`src/ovwb_pkg.sv`:
```
// ----------------------------------------------------------------------------
// Overrun window bypass monitor package
// Shared constants: window sizing, register map, opcodes and route codes.
// ----------------------------------------------------------------------------
`default_nettype none

package ovwb_pkg;

    // Ring depth and derived index widths
    localparam int MAX_WINDOW = 64;
    localparam int POS_W      = (MAX_WINDOW > 1) ? $clog2(MAX_WINDOW) : 1;
    localparam int LEN_W      = $clog2(MAX_WINDOW + 1) + 1;

    // Field widths fixed by the register and item layout
    localparam int DATA_W     = 32;
    localparam int WLEN_W     = 7;
    localparam int WOVER_W    = 7;
    localparam int ROUTE_W    = 2;
    localparam int APB_AW     = 5;

    localparam logic [WOVER_W-1:0] WINDOW_OVER_MAX = 7'd127;
    localparam logic [DATA_W-1:0]  RECOVER_MANUAL  = 32'hFFFF_FFFF;

    // Register indexes (byte address is 4 * index)
    localparam logic [2:0] REG_BUDGET_LIMIT   = 3'd0;
    localparam logic [2:0] REG_HARD_CEILING   = 3'd1;
    localparam logic [2:0] REG_WINDOW_LENGTH  = 3'd2;
    localparam logic [2:0] REG_TRIP_THRESHOLD = 3'd3;
    localparam logic [2:0] REG_RECOVER_AFTER  = 3'd4;
    localparam logic [2:0] REG_MANUAL_BYPASS  = 3'd5;

    // Opcodes
    localparam logic OP_CALL  = 1'b0;
    localparam logic OP_CLEAR = 1'b1;

    // Route codes
    localparam logic [ROUTE_W-1:0] ROUTE_PROCESSED = 2'd0;
    localparam logic [ROUTE_W-1:0] ROUTE_BYPASS    = 2'd1;
    localparam logic [ROUTE_W-1:0] ROUTE_SILENT    = 2'd2;

endpackage

`default_nettype wire

```
`src/overrun_window_bypass_monitor.sv`:
```
// ----------------------------------------------------------------------------
// Overrun window bypass monitor
// Tracks call durations in a sliding window and drives automatic bypass.
// ----------------------------------------------------------------------------
// Usage:
//   Requests enter on i_in_valid/o_in_ready with i_opcode, i_duration_us and
//   i_faulted. Each request yields exactly one result on o_out_valid /
//   i_out_ready carrying the route, the bypass state and the statistics.
//   An accepted request waits in the input register, which feeds the result
//   register. Throughput: one request per cycle while results are taken; the
//   window ring is a 64-entry memory whose entry at the current position is
//   prefetched into a read register: one read and at most one write per call.
//   Recovery clears the window at once through per-entry valid bits.
//   Configuration sits on an APB-style port (six 32-bit registers at 4*i),
//   with pready tied high; write only while no request is outstanding.
//   Reset (synchronous, active low) restores register defaults, empties the
//   window and zeroes all statistics; no clearing pass is needed.
//   When the receiver stalls, the result holds and the input register still
//   takes one more request, after which o_in_ready drops until the result
//   is taken.
// ----------------------------------------------------------------------------
`default_nettype none

module overrun_window_bypass_monitor (
    input  wire logic                               i_clk,
    input  wire logic                               i_rst_n,
    // request channel
    input  wire logic                               i_in_valid,
    output logic                                    o_in_ready,
    input  wire logic                               i_opcode,
    input  wire logic [ovwb_pkg::DATA_W-1:0]        i_duration_us,
    input  wire logic                               i_faulted,
    // result channel
    output logic                                    o_out_valid,
    input  wire logic                               i_out_ready,
    output logic [ovwb_pkg::ROUTE_W-1:0]            o_route,
    output logic                                    o_bypass_engaged,
    output logic [ovwb_pkg::DATA_W-1:0]             o_call_count,
    output logic [ovwb_pkg::DATA_W-1:0]             o_over_count_total,
    output logic [ovwb_pkg::DATA_W-1:0]             o_bypassed_total,
    output logic [ovwb_pkg::DATA_W-1:0]             o_fault_total,
    output logic [ovwb_pkg::DATA_W-1:0]             o_trip_total,
    output logic [ovwb_pkg::DATA_W-1:0]             o_last_duration,
    output logic [ovwb_pkg::DATA_W-1:0]             o_peak_duration,
    // configuration port
    input  wire logic                               psel,
    input  wire logic                               penable,
    input  wire logic                               pwrite,
    input  wire logic [ovwb_pkg::APB_AW-1:0]        paddr,
    input  wire logic [ovwb_pkg::DATA_W-1:0]        pwdata,
    output logic [ovwb_pkg::DATA_W-1:0]             prdata,
    output logic                                    pready
);

    // ------------------------------------------------------------------
    // Configuration registers
    // ------------------------------------------------------------------
    logic [ovwb_pkg::DATA_W-1:0]  r_budget_limit;
    logic [ovwb_pkg::DATA_W-1:0]  r_hard_ceiling;
    logic [ovwb_pkg::WLEN_W-1:0]  r_window_length;
    logic [ovwb_pkg::WOVER_W-1:0] r_trip_threshold;
    logic [ovwb_pkg::DATA_W-1:0]  r_recover_after;
    logic                         r_manual_bypass;

    logic       cfg_wr;
    logic [2:0] cfg_idx;

    assign pready  = 1'b1;
    assign cfg_wr  = psel && penable && pwrite;
    assign cfg_idx = paddr[4:2];

    always_ff @(posedge i_clk) begin
        if (!i_rst_n) begin
            r_budget_limit   <= '0;
            r_hard_ceiling   <= '1;
            r_window_length  <= ovwb_pkg::WLEN_W'(1);
            r_trip_threshold <= ovwb_pkg::WOVER_W'(1);
            r_recover_after  <= '1;
            r_manual_bypass  <= 1'b0;
        end else if (cfg_wr) begin
            unique case (cfg_idx)
                ovwb_pkg::REG_BUDGET_LIMIT:   r_budget_limit   <= pwdata;
                ovwb_pkg::REG_HARD_CEILING:   r_hard_ceiling   <= pwdata;
                ovwb_pkg::REG_WINDOW_LENGTH:  r_window_length  <= pwdata[ovwb_pkg::WLEN_W-1:0];
                ovwb_pkg::REG_TRIP_THRESHOLD: r_trip_threshold <= pwdata[ovwb_pkg::WOVER_W-1:0];
                ovwb_pkg::REG_RECOVER_AFTER:  r_recover_after  <= pwdata;
                ovwb_pkg::REG_MANUAL_BYPASS:  r_manual_bypass  <= pwdata[0];
                default: ;
            endcase
        end
    end

    always_comb begin
        unique case (cfg_idx)
            ovwb_pkg::REG_BUDGET_LIMIT:   prdata = r_budget_limit;
            ovwb_pkg::REG_HARD_CEILING:   prdata = r_hard_ceiling;
            ovwb_pkg::REG_WINDOW_LENGTH:  prdata = ovwb_pkg::DATA_W'(r_window_length);
            ovwb_pkg::REG_TRIP_THRESHOLD: prdata = ovwb_pkg::DATA_W'(r_trip_threshold);
            ovwb_pkg::REG_RECOVER_AFTER:  prdata = r_recover_after;
            ovwb_pkg::REG_MANUAL_BYPASS:  prdata = ovwb_pkg::DATA_W'(r_manual_bypass);
            default:                      prdata = '0;
        endcase
    end

    // ------------------------------------------------------------------
    // Input register and pipeline handshake
    // ------------------------------------------------------------------
    logic                        r_in_vld;
    logic                        r_in_opcode;
    logic [ovwb_pkg::DATA_W-1:0] r_in_dur;
    logic                        r_in_faulted;
    logic                        r_out_vld;
    logic                        fire;
    logic                        in_take;

    assign fire       = r_in_vld && (!r_out_vld || i_out_ready);
    assign o_in_ready = !r_in_vld || fire;
    assign in_take    = i_in_valid && o_in_ready;

    always_ff @(posedge i_clk) begin
        if (!i_rst_n) begin
            r_in_vld  <= 1'b0;
            r_out_vld <= 1'b0;
        end else begin
            if (in_take) begin
                r_in_vld <= 1'b1;
            end else if (fire) begin
                r_in_vld <= 1'b0;
            end
            if (fire) begin
                r_out_vld <= 1'b1;
            end else if (i_out_ready) begin
                r_out_vld <= 1'b0;
            end
        end
    end

    always_ff @(posedge i_clk) begin
        if (in_take) begin
            r_in_opcode  <= i_opcode;
            r_in_dur     <= i_duration_us;
            r_in_faulted <= i_faulted;
        end
    end

    // ------------------------------------------------------------------
    // Window and statistics state
    // ------------------------------------------------------------------
    logic [ovwb_pkg::DATA_W-1:0]     r_ring [ovwb_pkg::MAX_WINDOW];
    logic [ovwb_pkg::MAX_WINDOW-1:0] r_ring_vld;
    logic [ovwb_pkg::DATA_W-1:0]     r_rd_data;
    logic                            r_rd_ok;
    logic [ovwb_pkg::POS_W-1:0]      r_pos;
    logic [ovwb_pkg::WOVER_W-1:0]    r_window_over;
    logic [ovwb_pkg::DATA_W-1:0]     r_clean_run;
    logic                            r_auto_bypass;
    logic [ovwb_pkg::DATA_W-1:0]     r_calls;
    logic [ovwb_pkg::DATA_W-1:0]     r_overs;
    logic [ovwb_pkg::DATA_W-1:0]     r_bypasses;
    logic [ovwb_pkg::DATA_W-1:0]     r_faults;
    logic [ovwb_pkg::DATA_W-1:0]     r_trips;
    logic [ovwb_pkg::DATA_W-1:0]     r_latest;
    logic [ovwb_pkg::DATA_W-1:0]     r_largest;
    logic [ovwb_pkg::ROUTE_W-1:0]    r_route;
    logic                            r_bypass_engaged;

    logic [ovwb_pkg::POS_W-1:0]      n_pos;
    logic [ovwb_pkg::WOVER_W-1:0]    n_window_over;
    logic [ovwb_pkg::DATA_W-1:0]     n_clean_run;
    logic                            n_auto_bypass;
    logic [ovwb_pkg::DATA_W-1:0]     n_calls;
    logic [ovwb_pkg::DATA_W-1:0]     n_overs;
    logic [ovwb_pkg::DATA_W-1:0]     n_bypasses;
    logic [ovwb_pkg::DATA_W-1:0]     n_faults;
    logic [ovwb_pkg::DATA_W-1:0]     n_trips;
    logic [ovwb_pkg::DATA_W-1:0]     n_latest;
    logic [ovwb_pkg::DATA_W-1:0]     n_largest;
    logic [ovwb_pkg::ROUTE_W-1:0]    n_route;
    logic                            ring_we;
    logic                            ring_clr;

    // Datapath helpers
    logic [ovwb_pkg::DATA_W-1:0]  old_sample;
    logic [ovwb_pkg::LEN_W-1:0]   eff_len;
    logic [ovwb_pkg::LEN_W-1:0]   pos_inc;
    logic [ovwb_pkg::POS_W-1:0]   pos_wrap;
    logic                         old_over;
    logic                         new_over;
    logic [ovwb_pkg::WOVER_W-1:0] wo_dec;
    logic [ovwb_pkg::WOVER_W-1:0] wo_new;
    logic [ovwb_pkg::DATA_W-1:0]  clean_inc;
    logic                         recovered;

    // Entries never written since reset or recovery read as zero
    assign old_sample = r_rd_ok ? r_rd_data : '0;

    always_comb begin
        if (r_window_length == '0) begin
            eff_len = ovwb_pkg::LEN_W'(1);
        end else if (32'(r_window_length) > ovwb_pkg::MAX_WINDOW) begin
            eff_len = ovwb_pkg::LEN_W'(ovwb_pkg::MAX_WINDOW);
        end else begin
            eff_len = ovwb_pkg::LEN_W'(r_window_length);
        end
    end

    assign pos_inc  = ovwb_pkg::LEN_W'(r_pos) + ovwb_pkg::LEN_W'(1);
    assign pos_wrap = (pos_inc >= eff_len) ? '0 : ovwb_pkg::POS_W'(pos_inc);

    assign old_over = old_sample > r_budget_limit;
    assign new_over = r_in_dur > r_budget_limit;
    assign wo_dec   = (old_over && r_window_over != '0) ? r_window_over - 1'b1
                                                         : r_window_over;
    assign wo_new   = (new_over && wo_dec < ovwb_pkg::WINDOW_OVER_MAX) ? wo_dec + 1'b1
                                                                       : wo_dec;

    assign clean_inc = r_clean_run + 1'b1;
    assign recovered = clean_inc >= r_recover_after;

    always_comb begin
        n_pos         = r_pos;
        n_window_over = r_window_over;
        n_clean_run   = r_clean_run;
        n_auto_bypass = r_auto_bypass;
        n_calls       = r_calls;
        n_overs       = r_overs;
        n_bypasses    = r_bypasses;
        n_faults      = r_faults;
        n_trips       = r_trips;
        n_latest      = r_latest;
        n_largest     = r_largest;
        n_route       = r_route;
        ring_we       = 1'b0;
        ring_clr      = 1'b0;

        if (fire) begin
            if (r_in_opcode == ovwb_pkg::OP_CLEAR) begin
                n_calls    = '0;
                n_overs    = '0;
                n_bypasses = '0;
                n_faults   = '0;
                n_trips    = '0;
                n_latest   = '0;
                n_largest  = '0;
                n_route    = ovwb_pkg::ROUTE_SILENT;
            end else begin
                n_calls = r_calls + 1'b1;
                if (r_manual_bypass || r_auto_bypass) begin
                    n_bypasses = r_bypasses + 1'b1;
                    n_route    = ovwb_pkg::ROUTE_BYPASS;
                    // Clean run only advances under automatic bypass alone, and not when recovery is manual
                    if (!r_manual_bypass && r_recover_after != ovwb_pkg::RECOVER_MANUAL) begin
                        if (recovered) begin
                            ring_clr      = 1'b1;
                            n_pos         = '0;
                            n_window_over = '0;
                            n_clean_run   = '0;
                            n_auto_bypass = 1'b0;
                        end else begin
                            n_clean_run = clean_inc;
                        end
                    end
                end else if (r_in_faulted) begin
                    n_faults      = r_faults + 1'b1;
                    n_auto_bypass = 1'b1;
                    n_trips       = r_trips + 1'b1;
                    n_clean_run   = '0;
                    n_route       = ovwb_pkg::ROUTE_SILENT;
                end else begin
                    n_latest = r_in_dur;
                    if (r_in_dur > r_largest) begin
                        n_largest = r_in_dur;
                    end
                    n_route = ovwb_pkg::ROUTE_PROCESSED;
                    if (r_in_dur >= r_hard_ceiling) begin
                        n_overs       = r_overs + 1'b1;
                        n_auto_bypass = 1'b1;
                        n_trips       = r_trips + 1'b1;
                        n_clean_run   = '0;
                    end else begin
                        ring_we       = 1'b1;
                        n_window_over = wo_new;
                        n_pos         = pos_wrap;
                        if (new_over) begin
                            n_overs = r_overs + 1'b1;
                        end
                        if (wo_new >= r_trip_threshold) begin
                            n_auto_bypass = 1'b1;
                            n_trips       = r_trips + 1'b1;
                            n_clean_run   = '0;
                        end
                    end
                end
            end
        end
    end

    // Ring storage; read register always holds the entry at the next position
    always_ff @(posedge i_clk) begin
        if (ring_we) begin
            r_ring[r_pos] <= r_in_dur;
        end
        if (ring_we && n_pos == r_pos) begin
            r_rd_data <= r_in_dur;
        end else begin
            r_rd_data <= r_ring[n_pos];
        end
    end

    always_ff @(posedge i_clk) begin
        if (!i_rst_n) begin
            r_ring_vld       <= '0;
            r_rd_ok          <= 1'b0;
            r_pos            <= '0;
            r_window_over    <= '0;
            r_clean_run      <= '0;
            r_auto_bypass    <= 1'b0;
            r_calls          <= '0;
            r_overs          <= '0;
            r_bypasses       <= '0;
            r_faults         <= '0;
            r_trips          <= '0;
            r_latest         <= '0;
            r_largest        <= '0;
            r_route          <= ovwb_pkg::ROUTE_PROCESSED;
            r_bypass_engaged <= 1'b0;
        end else begin
            // Flash clear on recovery: drop every entry at once
            if (ring_clr) begin
                r_ring_vld <= '0;
                r_rd_ok    <= 1'b0;
            end else begin
                if (ring_we) begin
                    r_ring_vld[r_pos] <= 1'b1;
                end
                r_rd_ok <= (ring_we && n_pos == r_pos) || r_ring_vld[n_pos];
            end
            r_pos         <= n_pos;
            r_window_over <= n_window_over;
            r_clean_run   <= n_clean_run;
            r_auto_bypass <= n_auto_bypass;
            r_calls       <= n_calls;
            r_overs       <= n_overs;
            r_bypasses    <= n_bypasses;
            r_faults      <= n_faults;
            r_trips       <= n_trips;
            r_latest      <= n_latest;
            r_largest     <= n_largest;
            r_route       <= n_route;
            if (fire) begin
                r_bypass_engaged <= n_auto_bypass || r_manual_bypass;
            end
        end
    end

    // State advances only when the result slot frees, so it doubles as the result
    assign o_out_valid        = r_out_vld;
    assign o_route            = r_route;
    assign o_bypass_engaged   = r_bypass_engaged;
    assign o_call_count       = r_calls;
    assign o_over_count_total = r_overs;
    assign o_bypassed_total   = r_bypasses;
    assign o_fault_total      = r_faults;
    assign o_trip_total       = r_trips;
    assign o_last_duration    = r_latest;
    assign o_peak_duration    = r_largest;

endmodule

`default_nettype wire

```
`config.mk`:
```
export PLATFORM = sky130hd
export DESIGN_NAME = overrun_window_bypass_monitor
export DESIGN_NICKNAME = d
export VERILOG_FILES = /design/src/ovwb_pkg.sv /design/src/overrun_window_bypass_monitor.sv
export SDC_FILE = /design/constraint.sdc
export NUM_CORES = 2
export LEC_CHECK = 0
export ABC_AREA = 1
export BUFFER_PORTS_ARGS = -buffer_cell sky130_fd_sc_hd__buf_2
export CAP_MARGIN = 20
export CORE_UTILIZATION = 50
export DETAILED_ROUTE_END_ITERATION = 12
export HOLD_SLACK_MARGIN = 0.02
export PLACE_DENSITY = 0.75
export RECOVER_POWER = 50
export SETUP_SLACK_MARGIN = 0.3
export SYNTH_ARGS = -nofsm -noshare
export SYNTH_HDL_FRONTEND = slang
export SYNTH_SLANG_ARGS = --single-unit
export TNS_END_PERCENT = 1
```
`constraint.sdc`:
```
create_clock -name i_clk -period 6.3 [get_ports i_clk]
set_clock_uncertainty 0.15 [all_clocks]
set_input_delay 0.945 -clock i_clk [delete_from_list [all_inputs] [get_ports i_clk]]
set_output_delay 0.945 -clock i_clk [all_outputs]
set_load 0.01 [all_outputs]
```
==> results.sh <==
export IMPL_holdPathStages=1
export IMPL_place_port_buffers=336
export IMPL_grt_first_pass_wirelength_mm=504
export IMPL_min_from="i_duration_us[19]"
export IMPL_finalSetupViolations=66
export IMPL_cts_inserted_buffers=235
export IMPL_grt_max_degree=99
export IMPL_cpLargestDelayFamily="simple AND/OR/NAND/NOR gates"
export IMPL_placed_cells=12800
export IMPL_vias=82800
export IMPL_rr_endpoint="o_trip_total[19]$_SDFFE_PN0P_"
export IMPL_yosysSeqAreaShare_pct=67.7
export IMPL_syn_area_mm2=0.106
export IMPL_leakagePower_nw=44.0
export IMPL_worstSkewPairLatency_ps=930
export IMPL_slowest_delay_ps=440
export IMPL_cp_data_required_time_ps=6930
export IMPL_syn_nets=9817
export IMPL_drive_above_1_share_pct=14.5
export IMPL_drc_errors=0
export IMPL_syn_inst=9555
export IMPL_status="finished with violations"
export IMPL_endpoint_kind="flop"
export IMPL_final_cell_mix="edfxtp_1, nor2_1, o21ai_0"
export IMPL_crit_type="reg -> reg"
export IMPL_fp_dieW_um=462
export IMPL_slew_violations=2329
export IMPL_dr_first_iter_drc_count=11600
export IMPL_die_h_um=462
export IMPL_hold_viol=0
export IMPL_final_common_cell="edfxtp_1"
export IMPL_slew_headroom_pct=-177
export IMPL_reg2reg_depth=42
export IMPL_violations="max-capacitance violations, max-slew violations, negative setup slack"
export IMPL_start_kind="flop"
export IMPL_core_area_mm2=0.210
export IMPL_power_density_mw_per_mm2=274
export IMPL_final_antenna_net_count=0
export IMPL_fin_crit_ps=7090
export IMPL_root_buffer="clkbuf_16"
export IMPL_gp_congestion=1.00
export IMPL_post_route_period_util_pct=112
export IMPL_fin_nets=10500
export IMPL_dr_pass1_iters=7
export IMPL_fmax_ghz=0.141
export IMPL_finalNonFillerCells=13300
export IMPL_wl_per_cell_um=26.8
export IMPL_setup_ws_ps=-787
export IMPL_cap_violations=36
export IMPL_crit_arrival_ps=7710
export IMPL_peakVddDrop_mv=0.358
export IMPL_worst_path_most_repeated_cell="buf_4"
export IMPL_ios=340
export IMPL_synth_ff_type="edfxtp_1"
export IMPL_cts_tree="yes"
export IMPL_area_growth_pct=18.3
export IMPL_clk_path_buf_depth=3
export IMPL_grt_pass1_vias=78100
export IMPL_cp_max_fo=8
export IMPL_hold_end="r_in_dur[19]$_DFFE_PP_"
export IMPL_grt_setup_unrepaired="true"
export IMPL_r2r_slack_ps=-790
export IMPL_die_area_mm2=0.214
export IMPL_ys_seq_elements=2539
export IMPL_hold_class="in -> reg"
export IMPL_path_buf_inv=12
export IMPL_pre_cts_slack_ps=-1290
export IMPL_start_util_pct=50.4
export IMPL_grt_overflow_total=0
export IMPL_avgSynthCellArea_um2=11.1
export IMPL_grtUsageTotal_pct=32.1
export IMPL_async_flop_share_pct=0
export IMPL_ctsHtreeMaxLevel=4
export IMPL_via_per_inst=6.24
export IMPL_dp_hpwl_mm=216
export IMPL_synth_edff_count=2082
export IMPL_path_clk_slew_ps=60
export IMPL_antenna_found_initial=27
export IMPL_ys_types=64
export IMPL_slowest_stage="dfxtp_4"
export IMPL_yosys_warnings=0
export IMPL_wirelength_mm=356
export IMPL_rows=168
export IMPL_cts_sinks=2539
export IMPL_tightest_slew_ps=4160
-- state kept, by name (all words and copies together) (netlist names), 2 cells and up, named ones only --
register	flops
o_bypassed_total	32
o_call_count	32
o_fault_total	32
o_last_duration	32
o_over_count_total	32
o_peak_duration	32
o_route	2
o_trip_total	32
r_budget_limit	32
r_clean_run	32
r_hard_ceiling	32
r_in_dur	32
r_pos	6
r_recover_after	32
r_ring	2048
r_ring_vld	64
r_trip_threshold	7
r_window_length	7
r_window_over	7
-- routing by layer --
| layer | GRT usage, % | routed length, µm | vias to the layer above |
|---|---|---|---|
| met5 | 0 | 121 | - |
| met4 | 22.4 | 27900 | 18 |
| met3 | 8.56 | 47100 | 1170 |
| met2 | 50.0 | 161000 | 5951 |
| met1 | 39.1 | 120000 | 39800 |
| li1 | - | - | 35900 |
-- cell families after synthesis --
logic type,Yosys count,synth area share (%)
compound gates,2707,14.4
xor+xnor,55,0.455
fa+ha+maj,184,2.17
buf+inv,1084,3.85
flops,2539,67.7
other cells,1,0.00354
simple gates,2985,11.4
-- cell usage after synthesis (108+ instances only) --
cell type     n  area, µm²
o22ai_1     526       3290
ha_1        184       2300
nand3_1     221       1110
edfxtp_1   2082      62500
nor2_1     1757       6600
inv_1       488       1830
o221ai_1    108        946
clkbuf_1    556       2090
a21oi_1     397       1990
dfxtp_1     457       9150
o21ai_0    1463       7320
nand2_1     772       2900
-- final cells by class --
cell class / instances / area (µm²)
tap: 2805 / 3510
antenna: 17 / 42.5
inverter: 502 / 1940
sequential: 2539 / 71700
fill: 16000 / 84800
timing repair inverter: 4 / 45.0
clock buffer: 291 / 6310
clock inverter: 157 / 1710
multi-input combinational: 5932 / 31500
timing repair buffer: 1032 / 8540
-- worst max-delay path by stage --
| stage | cells after the start | end | from |
|---|---|---|---|
| after floorplan | 42 | o_trip_total[22]$_SDFFE_PN0P_ | flop |
| after global placement | 44 | o_trip_total[19]$_SDFFE_PN0P_ | flop |
| after detailed placement | 42 | o_trip_total[19]$_SDFFE_PN0P_ | flop |
| after CTS | 46 | o_trip_total[19]$_SDFFE_PN0P_ | flop |
| after global routing | 43 | o_trip_total[19]$_SDFFE_PN0P_ | flop |
| final | 42 | o_trip_total[19]$_SDFFE_PN0P_ | flop |
-- stage by stage --
stage | hold slack (ps) | instance area (µm²) | TNS (ps) | util [%] | total power, mW
after floorplan | 291 | 106000 | 0 | - | 19.2
after global placement | 299 | 115000 | -55560 | 55.0 | 19.7
after detailed placement | 308 | 115000 | -63540 | 55.0 | 19.7
after CTS | 29.5 | 124000 | -23850 | 59.1 | 34.1
after global routing | 55.7 | 125000 | -56720 | 59.6 | 34.9
final | 67.3 | 125000 | -30080 | 59.6 | 34.3
-- where the power goes --
| group | internal, mW | switching, mW | total [mW] |
|---|---|---|---|
| Sequential | 18.2 | 0.0613 | 18.3 |
| Clock | 8.29 | 6.49 | 14.8 |
| Combinational | 0.294 | 0.876 | 1.17 |
| Total | 26.8 | 7.43 | 34.3 |
-- repair_timing --
action | 4_1_cts | 5_1_grt
cloned | 7 | 16
gates resized for setup | 56 | 242
endpoints found under the hold margin | 1 | 0
setup buffers | 8 | 23
hold buffers | 1 | 0
pin swaps | 6 | 73
setup endpoints to repair | 67 | 67
No activity file was read; power rests on OpenSTA's default activity.
